File: src/rtl/utc_pkg.sv
// shared widths, division constants and small tables for the unix time to calendar block
`default_nettype none

package utc_pkg;

	// pipeline shape
	localparam int unsigned NUM_STG   = 10;
	localparam int unsigned SPLIT_STG = 3;

	// port field widths
	localparam int unsigned SEC_W   = 32;
	localparam int unsigned SECF_W  = 6;
	localparam int unsigned MINF_W  = 6;
	localparam int unsigned HOURF_W = 5;
	localparam int unsigned WD_W    = 3;
	localparam int unsigned DOM_W   = 5;
	localparam int unsigned MON_W   = 4;
	localparam int unsigned YR_W    = 12;

	// seconds to days: 86400 = 675 << 7, quotient estimate by reciprocal
	localparam int unsigned DAY_SHIFT = 7;
	localparam int unsigned HI_W      = SEC_W - DAY_SHIFT;
	localparam int unsigned DAY_W     = 16;
	localparam int unsigned TOD_W     = 17;
	localparam int unsigned DREM_W    = 11;
	localparam int unsigned DREC_W    = 16;
	localparam int unsigned PDAY_W    = HI_W + DREC_W;
	localparam int unsigned DAY_REC_S = 25;
	localparam logic [DREC_W-1:0] DAY_REC = 16'd49710;
	localparam logic [9:0]        DAY_ODD = 10'd675;

	// weekday: (days + 3) mod 7
	localparam int unsigned WX_W  = 17;
	localparam int unsigned WP_W  = 32;
	localparam int unsigned WD_S  = 17;
	localparam int unsigned WQ_W  = 13;
	localparam int unsigned WR_W  = 4;
	localparam logic [WX_W-1:0] WD_OFF  = 17'd3;
	localparam logic [14:0]     WD_REC  = 15'd18724;
	localparam logic [WR_W-1:0] WD_DAYS = 4'd7;

	// time of day split
	localparam int unsigned TOD_S = 17;
	localparam int unsigned PH_W  = 23;
	localparam int unsigned PM_W  = 29;
	localparam int unsigned HQ_W  = 5;
	localparam int unsigned HR_W  = 13;
	localparam int unsigned TQ_W  = 11;
	localparam int unsigned TR_W  = 7;
	localparam logic [5:0]       HR_REC   = 6'd36;
	localparam logic [11:0]      TM_REC   = 12'd2184;
	localparam logic [HR_W-1:0]  SEC_HOUR = 13'd3600;
	localparam logic [TR_W-1:0]  SEC_MIN  = 7'd60;

	// julian day to gregorian date
	localparam int unsigned A_W = 22;
	localparam int unsigned C_W = 16;
	localparam logic [A_W-1:0] A_OFF = 22'd2472632;
	localparam logic [A_W-1:0] B67_A = 22'd2447124;
	localparam logic [A_W-1:0] B68_A = 22'd2483649;
	localparam logic [A_W-1:0] B69_A = 22'd2520173;

	localparam int unsigned XD_W = 18;
	localparam int unsigned PD_W = 26;
	localparam int unsigned D_S  = 18;
	localparam int unsigned DQ_W = 7;
	localparam int unsigned DR_W = 12;
	localparam logic [7:0]      D_REC     = 8'd179;
	localparam logic [DR_W-1:0] DAYS_4Y   = 12'd1461;
	localparam int unsigned E_W  = 9;

	localparam int unsigned XM_W  = 11;
	localparam int unsigned PMQ_W = 15;
	localparam int unsigned M_S   = 11;
	localparam int unsigned MQ_W  = 4;
	localparam int unsigned MR_W  = 9;
	localparam logic [3:0]      M_REC   = 4'd13;
	localparam logic [MR_W-1:0] DAYS_5M = 9'd153;
	localparam logic [MQ_W-1:0] M_WRAP  = 4'd10;

	typedef enum logic [1:0] {
		CENT_1900,
		CENT_2000,
		CENT_2100
	} cent_t;

	typedef struct packed {
		logic [SECF_W-1:0]  second;
		logic [MINF_W-1:0]  minute;
		logic [HOURF_W-1:0] hour;
		logic [WD_W-1:0]    weekday;
	} tod_t;

	// year offset for each 100-year block index, less 4800
	function automatic logic [YR_W-1:0] year_base(input cent_t cent);
		logic [YR_W-1:0] base;
		case (cent)
			CENT_1900: base = 12'd1900;
			CENT_2000: base = 12'd2000;
			CENT_2100: base = 12'd2100;
			default:   base = 12'd1900;
		endcase
		return base;
	endfunction

	// (153 * m + 2) / 5 for march-based month index m
	function automatic logic [E_W-1:0] month_start(input logic [MQ_W-1:0] m);
		logic [E_W-1:0] start;
		case (m)
			4'd0:    start = 9'd0;
			4'd1:    start = 9'd31;
			4'd2:    start = 9'd61;
			4'd3:    start = 9'd92;
			4'd4:    start = 9'd122;
			4'd5:    start = 9'd153;
			4'd6:    start = 9'd184;
			4'd7:    start = 9'd214;
			4'd8:    start = 9'd245;
			4'd9:    start = 9'd275;
			4'd10:   start = 9'd306;
			4'd11:   start = 9'd337;
			default: start = 9'd0;
		endcase
		return start;
	endfunction

endpackage

`default_nettype wire

File: src/rtl/utc_if.sv
// request channels: timestamp in, calendar fields out
`default_nettype none

interface utc_stamp_if;
	logic                          valid;
	logic                          ready;
	logic [utc_pkg::SEC_W-1:0]     unix_seconds;

	modport source (output valid, output unix_seconds, input ready);
	modport sink   (input valid, input unix_seconds, output ready);
endinterface

interface utc_cal_if;
	logic                          valid;
	logic                          ready;
	logic [utc_pkg::SECF_W-1:0]    second_of_minute;
	logic [utc_pkg::MINF_W-1:0]    minute_of_hour;
	logic [utc_pkg::HOURF_W-1:0]   hour_of_day;
	logic [utc_pkg::WD_W-1:0]      weekday;
	logic [utc_pkg::DOM_W-1:0]     day_of_month;
	logic [utc_pkg::MON_W-1:0]     month_number;
	logic [utc_pkg::YR_W-1:0]      year_number;

	modport source (output valid, output second_of_minute, output minute_of_hour,
		output hour_of_day, output weekday, output day_of_month, output month_number,
		output year_number, input ready);
	modport sink   (input valid, input second_of_minute, input minute_of_hour,
		input hour_of_day, input weekday, input day_of_month, input month_number,
		input year_number, output ready);
endinterface

`default_nettype wire

File: src/rtl/unix_time_to_calendar.sv
// top level: unix seconds to time of day, weekday and gregorian date
//
// Usage:
//   stamp carries one 32-bit count of seconds since 1970-01-01 00:00 UTC per
//   request; cal returns seconds, minutes, hours, weekday (0 Monday), day of
//   month, month and year for it. Every request gives exactly one result, in
//   order. Both channels use valid/ready; a request moves on a clock edge with
//   both high.
//   A result passes through the ten register stages (day split, reciprocal
//   quotient estimates, their correction steps and the month stage) before it
//   shows on cal. Throughput is one request per cycle while cal.ready does
//   not hold the results back.
//   Each stage has its own valid bit and loads when empty or when its
//   successor moves, so bubbles close up and stamp.ready stays high while any
//   stage is free, even with a finished result held on cal.
//   When cal.ready is low the results hold steady; once every stage is full
//   stamp.ready drops, and nothing is lost or repeated.
//   arst_n clears all valid bits at once; the data registers are not reset,
//   and the block accepts requests in the first cycle after reset is released.
`default_nettype none

module unix_time_to_calendar (
	input  logic            clk,
	input  logic            arst_n,
	utc_stamp_if.sink       stamp,
	utc_cal_if.source       cal
);
	import utc_pkg::*;

	logic [NUM_STG-1:0] adv;
	logic [DAY_W-1:0]   days;
	logic [TOD_W-1:0]   tod;

	// pipeline handshake
	utc_pipe_ctl #(
		.NUM_STAGES (NUM_STG)
	) u_ctl (
		.clk       (clk),
		.arst_n    (arst_n),
		.in_valid  (stamp.valid),
		.in_ready  (stamp.ready),
		.out_valid (cal.valid),
		.out_ready (cal.ready),
		.adv       (adv)
	);

	// stages 1 to 3: days and seconds of the day
	utc_day_split u_split (
		.clk          (clk),
		.adv          (adv[SPLIT_STG-1:0]),
		.unix_seconds (stamp.unix_seconds),
		.days         (days),
		.tod          (tod)
	);

	// stage registers
	logic [WX_W-1:0]   wx_s4;
	logic [WP_W-1:0]   pw_s4;
	logic [TOD_W-1:0]  tod_s4;
	logic [PH_W-1:0]   ph_s4;
	logic [PM_W-1:0]   pm_s4;
	logic [C_W-1:0]    c_s4;
	cent_t             cent_s4;

	logic [WR_W-1:0]   wr_s5;
	logic [HQ_W-1:0]   hq_s5;
	logic [HR_W-1:0]   hr_s5;
	logic [TQ_W-1:0]   tq_s5;
	logic [TR_W-1:0]   tr_s5;
	logic [XD_W-1:0]   xd_s5;
	logic [PD_W-1:0]   pd_s5;
	cent_t             cent_s5;

	logic [WD_W-1:0]    weekday_s6;
	logic [HOURF_W-1:0] hour_s6;
	logic [TQ_W-1:0]    tm_s6;
	logic [SECF_W-1:0]  second_s6;
	logic [DQ_W-1:0]    dq_s6;
	logic [DR_W-1:0]    dr_s6;
	cent_t              cent_s6;

	tod_t              tf_s7;
	logic [DQ_W-1:0]   d_s7;
	logic [E_W-1:0]    e_s7;
	cent_t             cent_s7;

	tod_t              tf_s8;
	logic [XM_W-1:0]   xm_s8;
	logic [PMQ_W-1:0]  pmq_s8;
	logic [E_W-1:0]    e_s8;
	logic [DQ_W-1:0]   d_s8;
	cent_t             cent_s8;

	tod_t              tf_s9;
	logic [MQ_W-1:0]   mq_s9;
	logic [MR_W-1:0]   mr_s9;
	logic [E_W-1:0]    e_s9;
	logic [DQ_W-1:0]   d_s9;
	cent_t             cent_s9;

	tod_t              tf_s10;
	logic [DOM_W-1:0]  dom_s10;
	logic [MON_W-1:0]  mon_s10;
	logic [YR_W-1:0]   yr_s10;

	// stage 4: weekday and time estimates, 100-year block of the julian day
	logic [WX_W-1:0] wx;
	logic [A_W-1:0]  a;
	logic [A_W-1:0]  c_full;
	cent_t           cent;

	assign wx = WX_W'(days) + WD_OFF;
	assign a  = A_W'(days) + A_OFF;

	always_comb begin
		if (a >= B69_A) begin
			cent   = CENT_2100;
			c_full = a - B69_A;
		end else if (a >= B68_A) begin
			cent   = CENT_2000;
			c_full = a - B68_A;
		end else begin
			cent   = CENT_1900;
			c_full = a - B67_A;
		end
	end

	always_ff @(posedge clk) begin
		if (adv[3]) begin
			wx_s4   <= wx;
			pw_s4   <= WP_W'(wx) * WP_W'(WD_REC);
			tod_s4  <= tod;
			ph_s4   <= PH_W'(tod) * PH_W'(HR_REC);
			pm_s4   <= PM_W'(tod) * PM_W'(TM_REC);
			c_s4    <= c_full[C_W-1:0];
			cent_s4 <= cent;
		end
	end

	// stage 5: remainders of the estimates, year-in-block estimate
	logic [WQ_W-1:0]  wq;
	logic [WX_W-1:0]  wr_full;
	logic [HQ_W-1:0]  hq;
	logic [TOD_W-1:0] hr_full;
	logic [TQ_W-1:0]  tq;
	logic [TOD_W-1:0] tr_full;
	logic [XD_W-1:0]  xd;

	assign wq      = pw_s4[WD_S +: WQ_W];
	assign wr_full = wx_s4 - WX_W'(wq) * WX_W'(WD_DAYS);
	assign hq      = ph_s4[TOD_S +: HQ_W];
	assign hr_full = tod_s4 - TOD_W'(hq) * TOD_W'(SEC_HOUR);
	assign tq      = pm_s4[TOD_S +: TQ_W];
	assign tr_full = tod_s4 - TOD_W'(tq) * TOD_W'(SEC_MIN);
	assign xd      = {c_s4, 2'b11};

	always_ff @(posedge clk) begin
		if (adv[4]) begin
			wr_s5   <= wr_full[WR_W-1:0];
			hq_s5   <= hq;
			hr_s5   <= hr_full[HR_W-1:0];
			tq_s5   <= tq;
			tr_s5   <= tr_full[TR_W-1:0];
			xd_s5   <= xd;
			pd_s5   <= PD_W'(xd) * PD_W'(D_REC);
			cent_s5 <= cent_s4;
		end
	end

	// stage 6: time corrections, remainder of the year-in-block estimate
	logic [WR_W-1:0]  wd_fix;
	logic [TR_W-1:0]  sec_fix;
	logic             tr_over;
	logic [DQ_W-1:0]  dq;
	logic [XD_W-1:0]  dr_full;

	assign wd_fix  = (wr_s5 >= WD_DAYS) ? (wr_s5 - WD_DAYS) : wr_s5;
	assign tr_over = tr_s5 >= SEC_MIN;
	assign sec_fix = tr_over ? (tr_s5 - SEC_MIN) : tr_s5;
	assign dq      = pd_s5[D_S +: DQ_W];
	assign dr_full = xd_s5 - XD_W'(dq) * XD_W'(DAYS_4Y);

	always_ff @(posedge clk) begin
		if (adv[5]) begin
			weekday_s6 <= wd_fix[WD_W-1:0];
			hour_s6    <= (hr_s5 >= SEC_HOUR) ? (hq_s5 + HOURF_W'(1)) : hq_s5;
			tm_s6      <= tr_over ? (tq_s5 + TQ_W'(1)) : tq_s5;
			second_s6  <= sec_fix[SECF_W-1:0];
			dq_s6      <= dq;
			dr_s6      <= dr_full[DR_W-1:0];
			cent_s6    <= cent_s5;
		end
	end

	// stage 7: minute of the hour, year in block and day of the march year
	logic [TQ_W-1:0] min_full;
	logic            dr_over;
	logic [DR_W-1:0] dr_fix;
	tod_t            tf;

	assign min_full   = tm_s6 - TQ_W'(hour_s6) * TQ_W'(SEC_MIN);
	assign dr_over    = dr_s6 >= DAYS_4Y;
	assign dr_fix     = dr_over ? (dr_s6 - DAYS_4Y) : dr_s6;
	assign tf.second  = second_s6;
	assign tf.minute  = min_full[MINF_W-1:0];
	assign tf.hour    = hour_s6;
	assign tf.weekday = weekday_s6;

	always_ff @(posedge clk) begin
		if (adv[6]) begin
			tf_s7   <= tf;
			d_s7    <= dr_over ? (dq_s6 + DQ_W'(1)) : dq_s6;
			e_s7    <= dr_fix[E_W+1:2];
			cent_s7 <= cent_s6;
		end
	end

	// stage 8: month estimate from the day of the march year
	logic [XM_W-1:0] xm;

	assign xm = XM_W'(e_s7) * XM_W'(5) + XM_W'(2);

	always_ff @(posedge clk) begin
		if (adv[7]) begin
			tf_s8   <= tf_s7;
			xm_s8   <= xm;
			pmq_s8  <= PMQ_W'(xm) * PMQ_W'(M_REC);
			e_s8    <= e_s7;
			d_s8    <= d_s7;
			cent_s8 <= cent_s7;
		end
	end

	// stage 9: remainder of the month estimate
	logic [MQ_W-1:0] mq;
	logic [XM_W-1:0] mr_full;

	assign mq      = pmq_s8[M_S +: MQ_W];
	assign mr_full = xm_s8 - XM_W'(mq) * XM_W'(DAYS_5M);

	always_ff @(posedge clk) begin
		if (adv[8]) begin
			tf_s9   <= tf_s8;
			mq_s9   <= mq;
			mr_s9   <= mr_full[MR_W-1:0];
			e_s9    <= e_s8;
			d_s9    <= d_s8;
			cent_s9 <= cent_s8;
		end
	end

	// stage 10: month, day of month and year into the output register
	logic [MQ_W-1:0] m;
	logic            wrap;
	logic [E_W-1:0]  dom_full;

	assign m        = (mr_s9 >= DAYS_5M) ? (mq_s9 + MQ_W'(1)) : mq_s9;
	assign wrap     = m >= M_WRAP;
	assign dom_full = e_s9 - month_start(m) + E_W'(1);

	always_ff @(posedge clk) begin
		if (adv[9]) begin
			tf_s10  <= tf_s9;
			dom_s10 <= dom_full[DOM_W-1:0];
			mon_s10 <= wrap ? (m - MON_W'(9)) : (m + MON_W'(3));
			yr_s10  <= year_base(cent_s9) + YR_W'(d_s9) + YR_W'(wrap);
		end
	end

	// result fields
	assign cal.second_of_minute = tf_s10.second;
	assign cal.minute_of_hour   = tf_s10.minute;
	assign cal.hour_of_day      = tf_s10.hour;
	assign cal.weekday          = tf_s10.weekday;
	assign cal.day_of_month     = dom_s10;
	assign cal.month_number     = mon_s10;
	assign cal.year_number      = yr_s10;

endmodule

`default_nettype wire

File: src/rtl/utc_pipe_ctl.sv
// valid bits and per-stage advance enables for the conversion pipeline
`default_nettype none

module utc_pipe_ctl #(
	parameter int unsigned NUM_STAGES = utc_pkg::NUM_STG
) (
	input  logic                  clk,
	input  logic                  arst_n,
	input  logic                  in_valid,
	output logic                  in_ready,
	output logic                  out_valid,
	input  logic                  out_ready,
	output logic [NUM_STAGES-1:0] adv
);
	import utc_pkg::*;

	logic [NUM_STAGES-1:0] valid_q;
	logic [NUM_STAGES-1:0] valid_d;

	// a stage loads when empty or when the stage after it moves on
	always_comb begin
		adv[NUM_STAGES-1] = !valid_q[NUM_STAGES-1] || out_ready;
		for (int k = NUM_STAGES - 2; k >= 0; k--) begin
			adv[k] = !valid_q[k] || adv[k+1];
		end
	end

	assign valid_d   = {valid_q[NUM_STAGES-2:0], in_valid};
	assign in_ready  = adv[0];
	assign out_valid = valid_q[NUM_STAGES-1];

	// valid bits follow their requests down the pipe
	always_ff @(posedge clk or negedge arst_n) begin
		if (!arst_n) begin
			valid_q <= '0;
		end else begin
			for (int k = 0; k < NUM_STAGES; k++) begin
				if (adv[k]) begin
					valid_q[k] <= valid_d[k];
				end
			end
		end
	end

endmodule

`default_nettype wire

File: src/rtl/utc_day_split.sv
// splits seconds into whole days and seconds of the day over three stages
`default_nettype none

module utc_day_split (
	input  logic                           clk,
	input  logic [utc_pkg::SPLIT_STG-1:0]  adv,
	input  logic [utc_pkg::SEC_W-1:0]      unix_seconds,
	output logic [utc_pkg::DAY_W-1:0]      days,
	output logic [utc_pkg::TOD_W-1:0]      tod
);
	import utc_pkg::*;

	logic [PDAY_W-1:0]    p_day_s1;
	logic [HI_W-1:0]      hi_s1;
	logic [DAY_SHIFT-1:0] lo_s1;
	logic [DAY_W-1:0]     qd_s2;
	logic [DREM_W-1:0]    r0_s2;
	logic [DAY_SHIFT-1:0] lo_s2;
	logic [DAY_W-1:0]     days_s3;
	logic [TOD_W-1:0]     tod_s3;

	logic [HI_W-1:0]      hi;
	logic [DAY_W-1:0]     qd;
	logic [HI_W-1:0]      r0_full;
	logic                 fix;
	logic [DREM_W-1:0]    rc;

	// stage 1: quotient estimate by 675 on the seconds shifted by seven
	assign hi = unix_seconds[SEC_W-1:DAY_SHIFT];

	always_ff @(posedge clk) begin
		if (adv[0]) begin
			hi_s1    <= hi;
			lo_s1    <= unix_seconds[DAY_SHIFT-1:0];
			p_day_s1 <= PDAY_W'(hi) * PDAY_W'(DAY_REC);
		end
	end

	// stage 2: remainder of the estimate, at most one divisor too large
	assign qd      = p_day_s1[DAY_REC_S +: DAY_W];
	assign r0_full = hi_s1 - HI_W'(qd) * HI_W'(DAY_ODD);

	always_ff @(posedge clk) begin
		if (adv[1]) begin
			qd_s2 <= qd;
			r0_s2 <= r0_full[DREM_W-1:0];
			lo_s2 <= lo_s1;
		end
	end

	// stage 3: one correction step, then rebuild the seconds of the day
	assign fix = r0_s2 >= DREM_W'(DAY_ODD);
	assign rc  = fix ? (r0_s2 - DREM_W'(DAY_ODD)) : r0_s2;

	always_ff @(posedge clk) begin
		if (adv[2]) begin
			days_s3 <= fix ? (qd_s2 + DAY_W'(1)) : qd_s2;
			tod_s3  <= {rc[TOD_W-DAY_SHIFT-1:0], lo_s2};
		end
	end

	assign days = days_s3;
	assign tod  = tod_s3;

endmodule

`default_nettype wire

File: src/flat_wrapper.sv
// flat-port wrapper written by rule: the top's interface ports become plain ports
module unix_time_to_calendar_flat import utc_pkg::*;
  (clk, arst_n, stamp_valid, stamp_unix_seconds, stamp_ready, cal_valid, cal_second_of_minute, cal_minute_of_hour, cal_hour_of_day, cal_weekday, cal_day_of_month, cal_month_number, cal_year_number, cal_ready);
  utc_stamp_if stamp_i ();
  utc_cal_if cal_i ();
  input  logic clk;
  input  logic arst_n;
  input wire logic [$bits(stamp_i.valid)-1:0] stamp_valid;
  input wire logic [$bits(stamp_i.unix_seconds)-1:0] stamp_unix_seconds;
  output wire logic [$bits(stamp_i.ready)-1:0] stamp_ready;
  output wire logic [$bits(cal_i.valid)-1:0] cal_valid;
  output wire logic [$bits(cal_i.second_of_minute)-1:0] cal_second_of_minute;
  output wire logic [$bits(cal_i.minute_of_hour)-1:0] cal_minute_of_hour;
  output wire logic [$bits(cal_i.hour_of_day)-1:0] cal_hour_of_day;
  output wire logic [$bits(cal_i.weekday)-1:0] cal_weekday;
  output wire logic [$bits(cal_i.day_of_month)-1:0] cal_day_of_month;
  output wire logic [$bits(cal_i.month_number)-1:0] cal_month_number;
  output wire logic [$bits(cal_i.year_number)-1:0] cal_year_number;
  input wire logic [$bits(cal_i.ready)-1:0] cal_ready;
  assign stamp_i.valid = stamp_valid;
  assign stamp_i.unix_seconds = stamp_unix_seconds;
  assign stamp_ready = stamp_i.ready;
  assign cal_valid = cal_i.valid;
  assign cal_second_of_minute = cal_i.second_of_minute;
  assign cal_minute_of_hour = cal_i.minute_of_hour;
  assign cal_hour_of_day = cal_i.hour_of_day;
  assign cal_weekday = cal_i.weekday;
  assign cal_day_of_month = cal_i.day_of_month;
  assign cal_month_number = cal_i.month_number;
  assign cal_year_number = cal_i.year_number;
  assign cal_i.ready = cal_ready;
  unix_time_to_calendar u_core (.clk(clk), .arst_n(arst_n), .stamp(stamp_i), .cal(cal_i));
endmodule
File: config.mk
export PLATFORM = sky130hd
export DESIGN_NAME = unix_time_to_calendar_flat
export DESIGN_NICKNAME = d
export VERILOG_FILES = /design/src/rtl/utc_pkg.sv /design/src/rtl/utc_if.sv /design/src/rtl/unix_time_to_calendar.sv /design/src/rtl/utc_pipe_ctl.sv /design/src/rtl/utc_day_split.sv /design/src/flat_wrapper.sv
export SDC_FILE = /design/constraint.sdc
export NUM_CORES = 1
export LEC_CHECK = 0
export BUFFER_PORTS_ARGS = -buffer_cell sky130_fd_sc_hd__buf_2
export CAP_MARGIN = 20
export CELL_PAD_IN_SITES_DETAIL_PLACEMENT = 1
export CELL_PAD_IN_SITES_GLOBAL_PLACEMENT = 1
export CORE_ASPECT_RATIO = 1.25
export CORE_MARGIN = 2
export CORE_UTILIZATION = 53
export DETAILED_ROUTE_END_ITERATION = 8
export MAX_ROUTING_LAYER = met4
export PLACE_DENSITY_LB_ADDON = 0.25
export REMOVE_ABC_BUFFERS = 1
export SLEW_MARGIN = 20
export SYNTH_ARGS = -nofsm -noshare
export SYNTH_HDL_FRONTEND = slang
export SYNTH_SLANG_ARGS = --single-unit
File: constraint.sdc
create_clock -name clk -period 8.09 [get_ports clk]
set_clock_uncertainty 0.1 [all_clocks]
set_input_delay 1.618 -clock clk [delete_from_list [all_inputs] [get_ports clk]]
set_output_delay 1.618 -clock clk [all_outputs]
set_load 0.05 [all_outputs]
==> results of run 1 <==
metrics by stage:
stage / setup slack, ps / util (%) / hold WS [ps]
2_1_floorplan: 928 / - / 300
3_3_place_gp: 450 / 55.6 / 301
4_1_cts: 898 / 58.3 / 318
5_1_grt: 614 / 58.4 / 320
3_5_place_dp: 318 / 55.6 / 305
6_report: 912 / 58.4 / 315
state kept, by name, indices dropped and copies added, names as in the netlist, 13 cells and up:
name / flops
u_core.u_split.days: 16
u_core.c_s4: 16
u_core.tf_s7: 20
u_core.tod_s4: 13
u_core.u_split.tod: 17
u_core.u_split.p_day_s1: 16
u_core.tf_s9: 20
u_core.u_split.qd_s2: 16
u_core.tf_s8: 20
critical path: cells and delay by family:
family / cells / cell delay [ps]
buffers and inverters: 8 / 760
AND/OR/NAND/NOR: 4 / 530
adder cells (fa/ha/maj): 7 / 2980
XOR/XNOR: 1 / 80
AO/OA/AOI/OAI: 5 / 1450
layout make-up:
cell class / instances / area, sq um
fill: 6145 / 25200
multi-input combinational: 1681 / 17500
sequential: 425 / 12700
inverter: 536 / 2010
clock buffer: 54 / 1170
tap: 772 / 966
timing repair buffer: 91 / 500
clock inverter: 30 / 458
layout by cell type, fill, tap and decap left out, types with 58 or more instances in the layout:
cell type	count
buf_2	78
fa_1	226
nor2_1	76
nand2_1	80
edfxtp_1	415
xor2_1	59
xnor2_1	186
o21ai_0	58
inv_1	533
ha_1	557
a21oi_1	82
logic make-up (layout without fill, tap and decap cells):
logic type / count (synthesis) / in the layout / share of synthesized area, %
adders and majority gates: 783 / 783 / 35.6
buffers and inverters: 551 / 711 / 6.48
DFF: 425 / 425 / 39.4
and+or+nand+nor: 334 / 334 / 5.14
AOI/OAI and AO/OA: 299 / 299 / 6.14
xor gates and xnor gates: 246 / 246 / 6.69
muxes: 19 / 19 / 0.600
worst max path at each step:
stage	start	end	slack, ps	cells past startpoint
floorplan	cal_ready	stamp_ready	930	6
global placement	stamp_unix_seconds[19]	u_core.u_split.p_day_s1[40]$_DFFE_PP_	450	25
detailed placement	stamp_unix_seconds[19]	u_core.u_split.p_day_s1[40]$_DFFE_PP_	320	25
CTS	stamp_unix_seconds[19]	u_core.u_split.p_day_s1[40]$_DFFE_PP_	900	25
global route	stamp_unix_seconds[19]	u_core.u_split.p_day_s1[40]$_DFFE_PP_	610	25
finish	stamp_unix_seconds[19]	u_core.u_split.p_day_s1[40]$_DFFE_PP_	910	25
metal layers:
metal	routed length [um]	track usage (%)	vias up
met5	0	-	-
met4	2390	8.17	0
met3	1350	2.20	124
met2	39000	46.1	256
met1	24300	22.5	9621
li1	-	-	9227
==> metrics.yaml, run 1 <==
grt_max_degree: 53
cp.arrival_ps: 7430
holdBufCountCts: 0
min_path_type: "flip-flop to flip-flop"
grt_setup_unrepaired: "no"
synth_top_area_share_pct: 38.6
ant_nets: 0
cpMaxStageDelayCell: "fa_1"
initial_core_util_pct: 53.4
htreeDepth: 2
numCtsBuffers: 45
worstSetupPathType: "primary input to flip-flop"
endpoint_kind: "flip-flop"
max-slew-margin-rel_pct: 31.2
rr_endpoint: "u_core.pw_s4[20]$_DFFE_PP_"
ys_types: 71
cts_tree: "done"
synth_common_cells: "ha_1 (557), inv_1 (535), edfxtp_1 (415), fa_1 (226), xnor2_1 (186)"
reg2reg_from: "u_core.u_split.days[0]$_DFFE_PP_"
synth-async-reset-ratio_pct: 2.35
synth_edf_count: 415
gp_congestion: 0.896
setup_viol_count_final: 0
crit_top_cell: "inv_1"
yosysMostFrequentCell: "ha_1"
cts_setup_buffers: 0
placed_area_sq_um: 33700
rows: 101
grt_pass1_wl_mm: 111
portBuffers: 78
synth_area_leaders: "edfxtp_1 (39%), ha_1 (22%), fa_1 (14%)"
routed_wl_mm: 67.1
overflow: 0
cts_resized: 0
rrSetupSlack_ps: 2080
clock_sinks: 425
syn_area_sq_um: 32300
status: "completed"
die-area_sq_um: 62900
final_cells: 3589
drive_gt1_share_pct: 6.96
critPathMaxFanout: 5
hpwl_mm: 54.8
cp-start-kind: "primary input"
fmax_mhz: 139
period_share_pct: 88.7
syn_inst: 2657
cap_violations: 0
clock_latency_ps: 600
clkTransAtPathRegs_ps: 60
synth_area_per_cell_sq_um: 12.2
grt_use_total_pct: 23.0
routedWlPerCell_um: 18.7
hold_start: "u_core.second_s6[1]$_DFFE_PP_"
root_buffer: "clkbuf_16"
die_x_um: 225
finalSetupTns_ps: 0
clock_path_buffers: 3
synth_seq_cells: 425
hold_viol_final: 0
coreArea_sq_um: 60500
drc: 0
worstMarginPinSlew_ps: 1030
yosys_warnings: 0
diodes: 0
dp_cells: 3504
synth.largest_area_cell: "edfxtp_1"
vias: 19200
max_stage_delay_ps: 550
period_minus_slack_ps: 7180
grt_antenna_before_repair: 1
drtIter0Drc: 531
hold_end: "u_core.tf_s7[15]$_DFFE_PP_"
worst_hold_path.num_cells: 0
vias_per_cell: 5.36
final_max_slew_viol_count: 0
dr.pass1.iters: 5
syn2layout_area_growth_pct: 9.38
grt_pass1_vias: 22400
design_area_sq_um: 35300
yosysSeqAreaShare_pct: 39.4
ios: 79
required_ps: 8340
synth_flop_cell: "edfxtp_1"
fin_nets: 3599
reg2reg_depth: 21
die_y_um: 280
Power of run 1 is left out: the tool's default activity adds up to more than one toggle a clock period on the data nets, which glitch-free logic cannot reach.
==> run 2, diff against run 1 <==
Settings changed: ABC_AREA set to 1, CORE_UTILIZATION 53 to 52.
==> metrics.yaml, run 2 <==
fmax_mhz: 156
mostFrequentLayoutCells: "inv_1 (672), ha_1 (557), edfxtp_1 (415), nand2_1 (376), fa_1 (226)"
drc: 0
fin_nets: 4158
gp_congestion: 0.945
reg2reg_from: "u_core.u_split.days[0]$_DFFE_PP_"
hold_viol_final: 0
synth_area_per_cell_sq_um: 10.6
ant_nets: 0
finalSetupTns_ps: 0
final_max_slew_viol_count: 0
overflow: 0
worstSetupPathType: "primary input to flip-flop"
ys_types: 58
yosysSeqAreaShare_pct: 37.2
die-area_sq_um: 67800
reg2reg_depth: 22
vias_per_cell: 5.32
coreArea_sq_um: 65300
syn_inst: 3217
synth_edf_count: 415
dr.pass1.iters: 4
synth-async-reset-ratio_pct: 2.35
endpoint: "u_core.u_split.p_day_s1[29]$_DFFE_PP_"
grt_pass1_wl_mm: 132
yosys_warnings: 0
cts_setup_buffers: 0
synth_flop_cell: "edfxtp_1"
initial_core_util_pct: 52.3
synth.largest_area_cell: "edfxtp_1"
vias: 22500
syn2layout_area_growth_pct: 8.73
grt_use_total_pct: 25.5
diodes: 0
worstMarginPinSlew_ps: 889
clock_latency_ps: 600
drive_gt1_share_pct: 6.49
clock_path_buffers: 3
holdBufCountCts: 0
portBuffers: 78
synth_area_leaders: "edfxtp_1 (36%), ha_1 (20%), fa_1 (13%)"
reg_top3: "u_core.tf_s7: 20 flops, u_core.tf_s8: 20 flops, u_core.tf_s9: 20 flops"
cp-start-kind: "primary input"
syn_area_sq_um: 34200
clkTransAtPathRegs_ps: 70
rr_endpoint: "u_core.pw_s4[19]$_DFFE_PP_"
cts_tree: "done"
grt_max_degree: 52
hpwl_mm: 67.1
max-slew-margin-rel_pct: 40.7
numCtsBuffers: 45
critPathMaxFanout: 6
period_share_pct: 79.4
clock_sinks: 425
die_x_um: 233
startpoint: "stamp_unix_seconds[14]"
cts_resized: 0
rrSetupSlack_ps: 2220
min_path_type: "flip-flop to flip-flop"
grt_pass1_vias: 26000
grt_setup_unrepaired: "no"
cap_violations: 0
synth_seq_cells: 425
required_ps: 8340
htreeDepth: 2
synth_common_cells: "inv_1 (676), ha_1 (557), edfxtp_1 (415), nand2_1 (378), fa_1 (226)"
drtIter0Drc: 760
synth_top_area_share_pct: 36.5
status: "completed"
grt_antenna_before_repair: 0
yosysMostFrequentCell: "inv_1"
setup_viol_count_final: 0
ios: 79
die_y_um: 291
rows: 105
layout_commonest_cell: "inv_1"
routedWlPerCell_um: 19.2
routed_wl_mm: 81.4
endpoint_kind: "flip-flop"
root_buffer: "clkbuf_16"
period_minus_slack_ps: 6420
cp.arrival_ps: 6670
[run 2: area by class of cell]
| cell class | instances | area [sq um] |
|---|---|---|
| clock buffer | 53 | 1160 |
| clock inverter | 31 | 385 |
| fill | 7047 | 28200 |
| inverter | 688 | 2590 |
| multi-input combinational | 2091 | 18800 |
| sequential | 425 | 12700 |
| tap | 856 | 1070 |
| timing repair buffer | 88 | 465 |
[run 2: stage by stage]
stage                     cell area, sq um  worst slack, ps  utilization [%]  cells  hold WS, ps
after floorplan                      34100            -2690                -   3204          300
after global placement               35600             1300             54.5   4148          301
after detailed placement             35600             1180             54.5   4148          306
after CTS                            37100             1730             56.9   4232          317
after global routing                 37100             1440             56.9   4232          322
final                                37100             1670             56.9   4232          316
[run 2: how the worst min path moves through the flow]
stage,start,endpoint,slack (ps),cells past startpoint
6_report,u_core.weekday_s6[1]$_DFFE_PP_,u_core.tf_s7[1]$_DFFE_PP_,320,0
5_1_grt,u_core.tf_s7[3]$_DFFE_PP_,u_core.tf_s8[3]$_DFFE_PP_,320,0
4_1_cts,u_core.weekday_s6[1]$_DFFE_PP_,u_core.tf_s7[1]$_DFFE_PP_,320,0
3_5_place_dp,u_core.tf_s7[7]$_DFFE_PP_,u_core.tf_s8[7]$_DFFE_PP_,310,0
3_3_place_gp,u_core.tf_s7[11]$_DFFE_PP_,u_core.tf_s8[11]$_DFFE_PP_,300,0
2_1_floorplan,u_core.tf_s9[3]$_DFFE_PP_,u_core.cal.hour_of_day[0]$_DFFE_PP_,300,0
[run 2: metal layers]
layer / global-route usage [%] / wire length (um) / up-vias
li1: - / - / 10800
met1: 24.1 / 28700 / 11300
met2: 52.2 / 48500 / 262
met3: 2.13 / 1410 / 160
met4: 8.51 / 2830 / 0
met5: - / 0 / -
[run 2: cells by family (layout without fill, tap and decap cells)]
logic type / Yosys count / count (layout) / share of synthesized area, %
and+or+nand+nor: 725 / 725 / 9.18
muxes: 4 / 4 / 0.132
xor gates and xnor gates: 254 / 254 / 6.59
buffers and inverters: 701 / 860 / 7.88
AOI/OAI and AO/OA: 325 / 325 / 5.35
DFF: 425 / 425 / 37.2
adders and majority gates: 783 / 783 / 33.7
[run 2: worst max-delay path, stage by stage]
cell and delay, ps:
buf_2 200, inv_1 160, fa_1 550, inv_1 40
ha_1 280, ha_1 300, ha_1 270, inv_1 50
fa_1 520, fa_1 570, inv_1 70, ha_1 330
a21oi_1 210, inv_1 60, a21oi_1 230, nand2_1 220
nand2_1 100, nand2_1 60, nand3_1 90, nand2_1 70
a21boi_0 350, o21ai_0 160, xor2_1 160
Power of run 2 is left out for the same reason.
==> run 3, diff against run 2 <==
Clock period 8.09 ns to 6.2 ns, I/O delays scaled along.
==> metrics.yaml, run 3 (same netlist as run 2, synthesis figures left out) <==
status: "completed"
worstSetupPathType: "primary input to flip-flop"
path_buf_inv: 5
final_max_slew_viol_count: 0
clock_latency_ps: 580
coreArea_sq_um: 65300
cpMaxStageDelayCell: "fa_1"
drive_gt1_share_pct: 7.80
die_x_um: 233
htreeDepth: 2
hold_viol_final: 0
period_minus_slack_ps: 5820
mostFrequentLayoutCells: "inv_1 (672), ha_1 (557), edfxtp_1 (415), nand2_1 (376), fa_1 (226)"
routed_wl_mm: 80.4
drc: 0
grt_antenna_before_repair: 1
clock_sinks: 425
gp_congestion: 0.890
grt_pass1_vias: 26200
placed_area_sq_um: 36100
required_ps: 6410
min_path_type: "flip-flop to flip-flop"
max_stage_delay_ps: 550
finalHoldWorstSlack_ps: 314
cp-start-kind: "primary input"
worstMarginPinSlew_ps: 713
period_share_pct: 93.9
holdBufCountCts: 0
fin_ws_ps: 375
dr.pass1.iters: 4
ios: 79
routedWlPerCell_um: 18.8
vias: 22700
grt_pass1_wl_mm: 131
grt_use_total_pct: 25.3
initial_core_util_pct: 52.3
grt_max_degree: 52
syn2layout_area_growth_pct: 9.52
final_cells: 4282
vias_per_cell: 5.29
rows: 105
clock_path_buffers: 3
portBuffers: 78
grt_setup_unrepaired: "no"
crit_chain: "buf_2 > inv_1 > fa_1 > inv_1 > ha_1 > ha_1 > fa_1 > fa_1 > inv_1 > fa_1 > inv_1 > ha_1 > a21oi_1 > o21ai_0 > a211oi_1 > nand2_1 > a21boi_0 > o21ai_0 > xor2_1"
overflow: 0
design_area_sq_um: 37400
dp_cells: 4205
die-area_sq_um: 67800
path_delay_family: "adder cells"
drtIter0Drc: 655
fmax_mhz: 172
numCtsBuffers: 42
cts_resized: 0
reg_top3: "u_core.tf_s7: 20 flops, u_core.tf_s8: 20 flops, u_core.tf_s9: 20 flops"
cap_violations: 0
setup_viol_count_final: 0
cts_setup_buffers: 0
clkTransAtPathRegs_ps: 60
max-slew-margin-rel_pct: 52.0
critPathMaxFanout: 3
hpwl_mm: 67.2
ant_nets: 0
endpoint_kind: "flip-flop"
place_ws_ps: -145
die_y_um: 291
fin_nets: 4213
layout_commonest_cell: "inv_1"
cp.arrival_ps: 6040
cts_tree: "done"
root_buffer: "clkbuf_16"
==> run 3: worst paths after layout <==
check	cells past startpoint	startpoint	slack, ps	endpoint
max reg2reg	22	u_core.e_s7[1]$_DFFE_PP_	540	u_core.pmq_s8[13]$_DFFE_PP_
max in group asynchronous	1	arst_n	5330	u_core.u_ctl.valid_q[7]$_DFFE_PN0P_
min reg2reg	0	u_core.tod_s4[0]$_DFFE_PP_	310	u_core.tr_s5[0]$_DFFE_PP_
max	19	stamp_unix_seconds[20]	380	u_core.u_split.p_day_s1[29]$_DFFE_PP_
min in group asynchronous	1	arst_n	440	u_core.u_ctl.valid_q[2]$_DFFE_PN0P_
min	0	u_core.tod_s4[0]$_DFFE_PP_	310	u_core.tr_s5[0]$_DFFE_PP_
==> run 3: routing by layer <==
metal  track usage [%]  share of wire [%]  wire length [um]  vias up
met4              10.3                4.5              3630        0
li1                  -                  -                 -    10900
met2              50.0                 58             46500      310
met3              2.34                2.0              1640      193
met1              24.5                 36             28700    11300
met5                 -                  0                 0        -
==> run 3: final cells by class <==
| cell class | instances | area [sq um] |
|---|---|---|
| fill | 7077 | 27900 |
| multi-input combinational | 2091 | 18800 |
| sequential | 425 | 12700 |
| inverter | 688 | 2590 |
| clock buffer | 55 | 1130 |
| tap | 856 | 1070 |
| timing repair buffer | 146 | 951 |
| clock inverter | 20 | 194 |
| antenna | 1 | 2.50 |
==> run 3: through the flow <==
stage / setup TNS (ps) / utilization [%]
after floorplan: -413720 / -
after global placement: -108 / 55.2
after detailed placement: -650 / 55.2
after CTS: 0 / 57.3
after global routing: 0 / 57.3
final: 0 / 57.3
Power of run 3 is left out for the same reason.
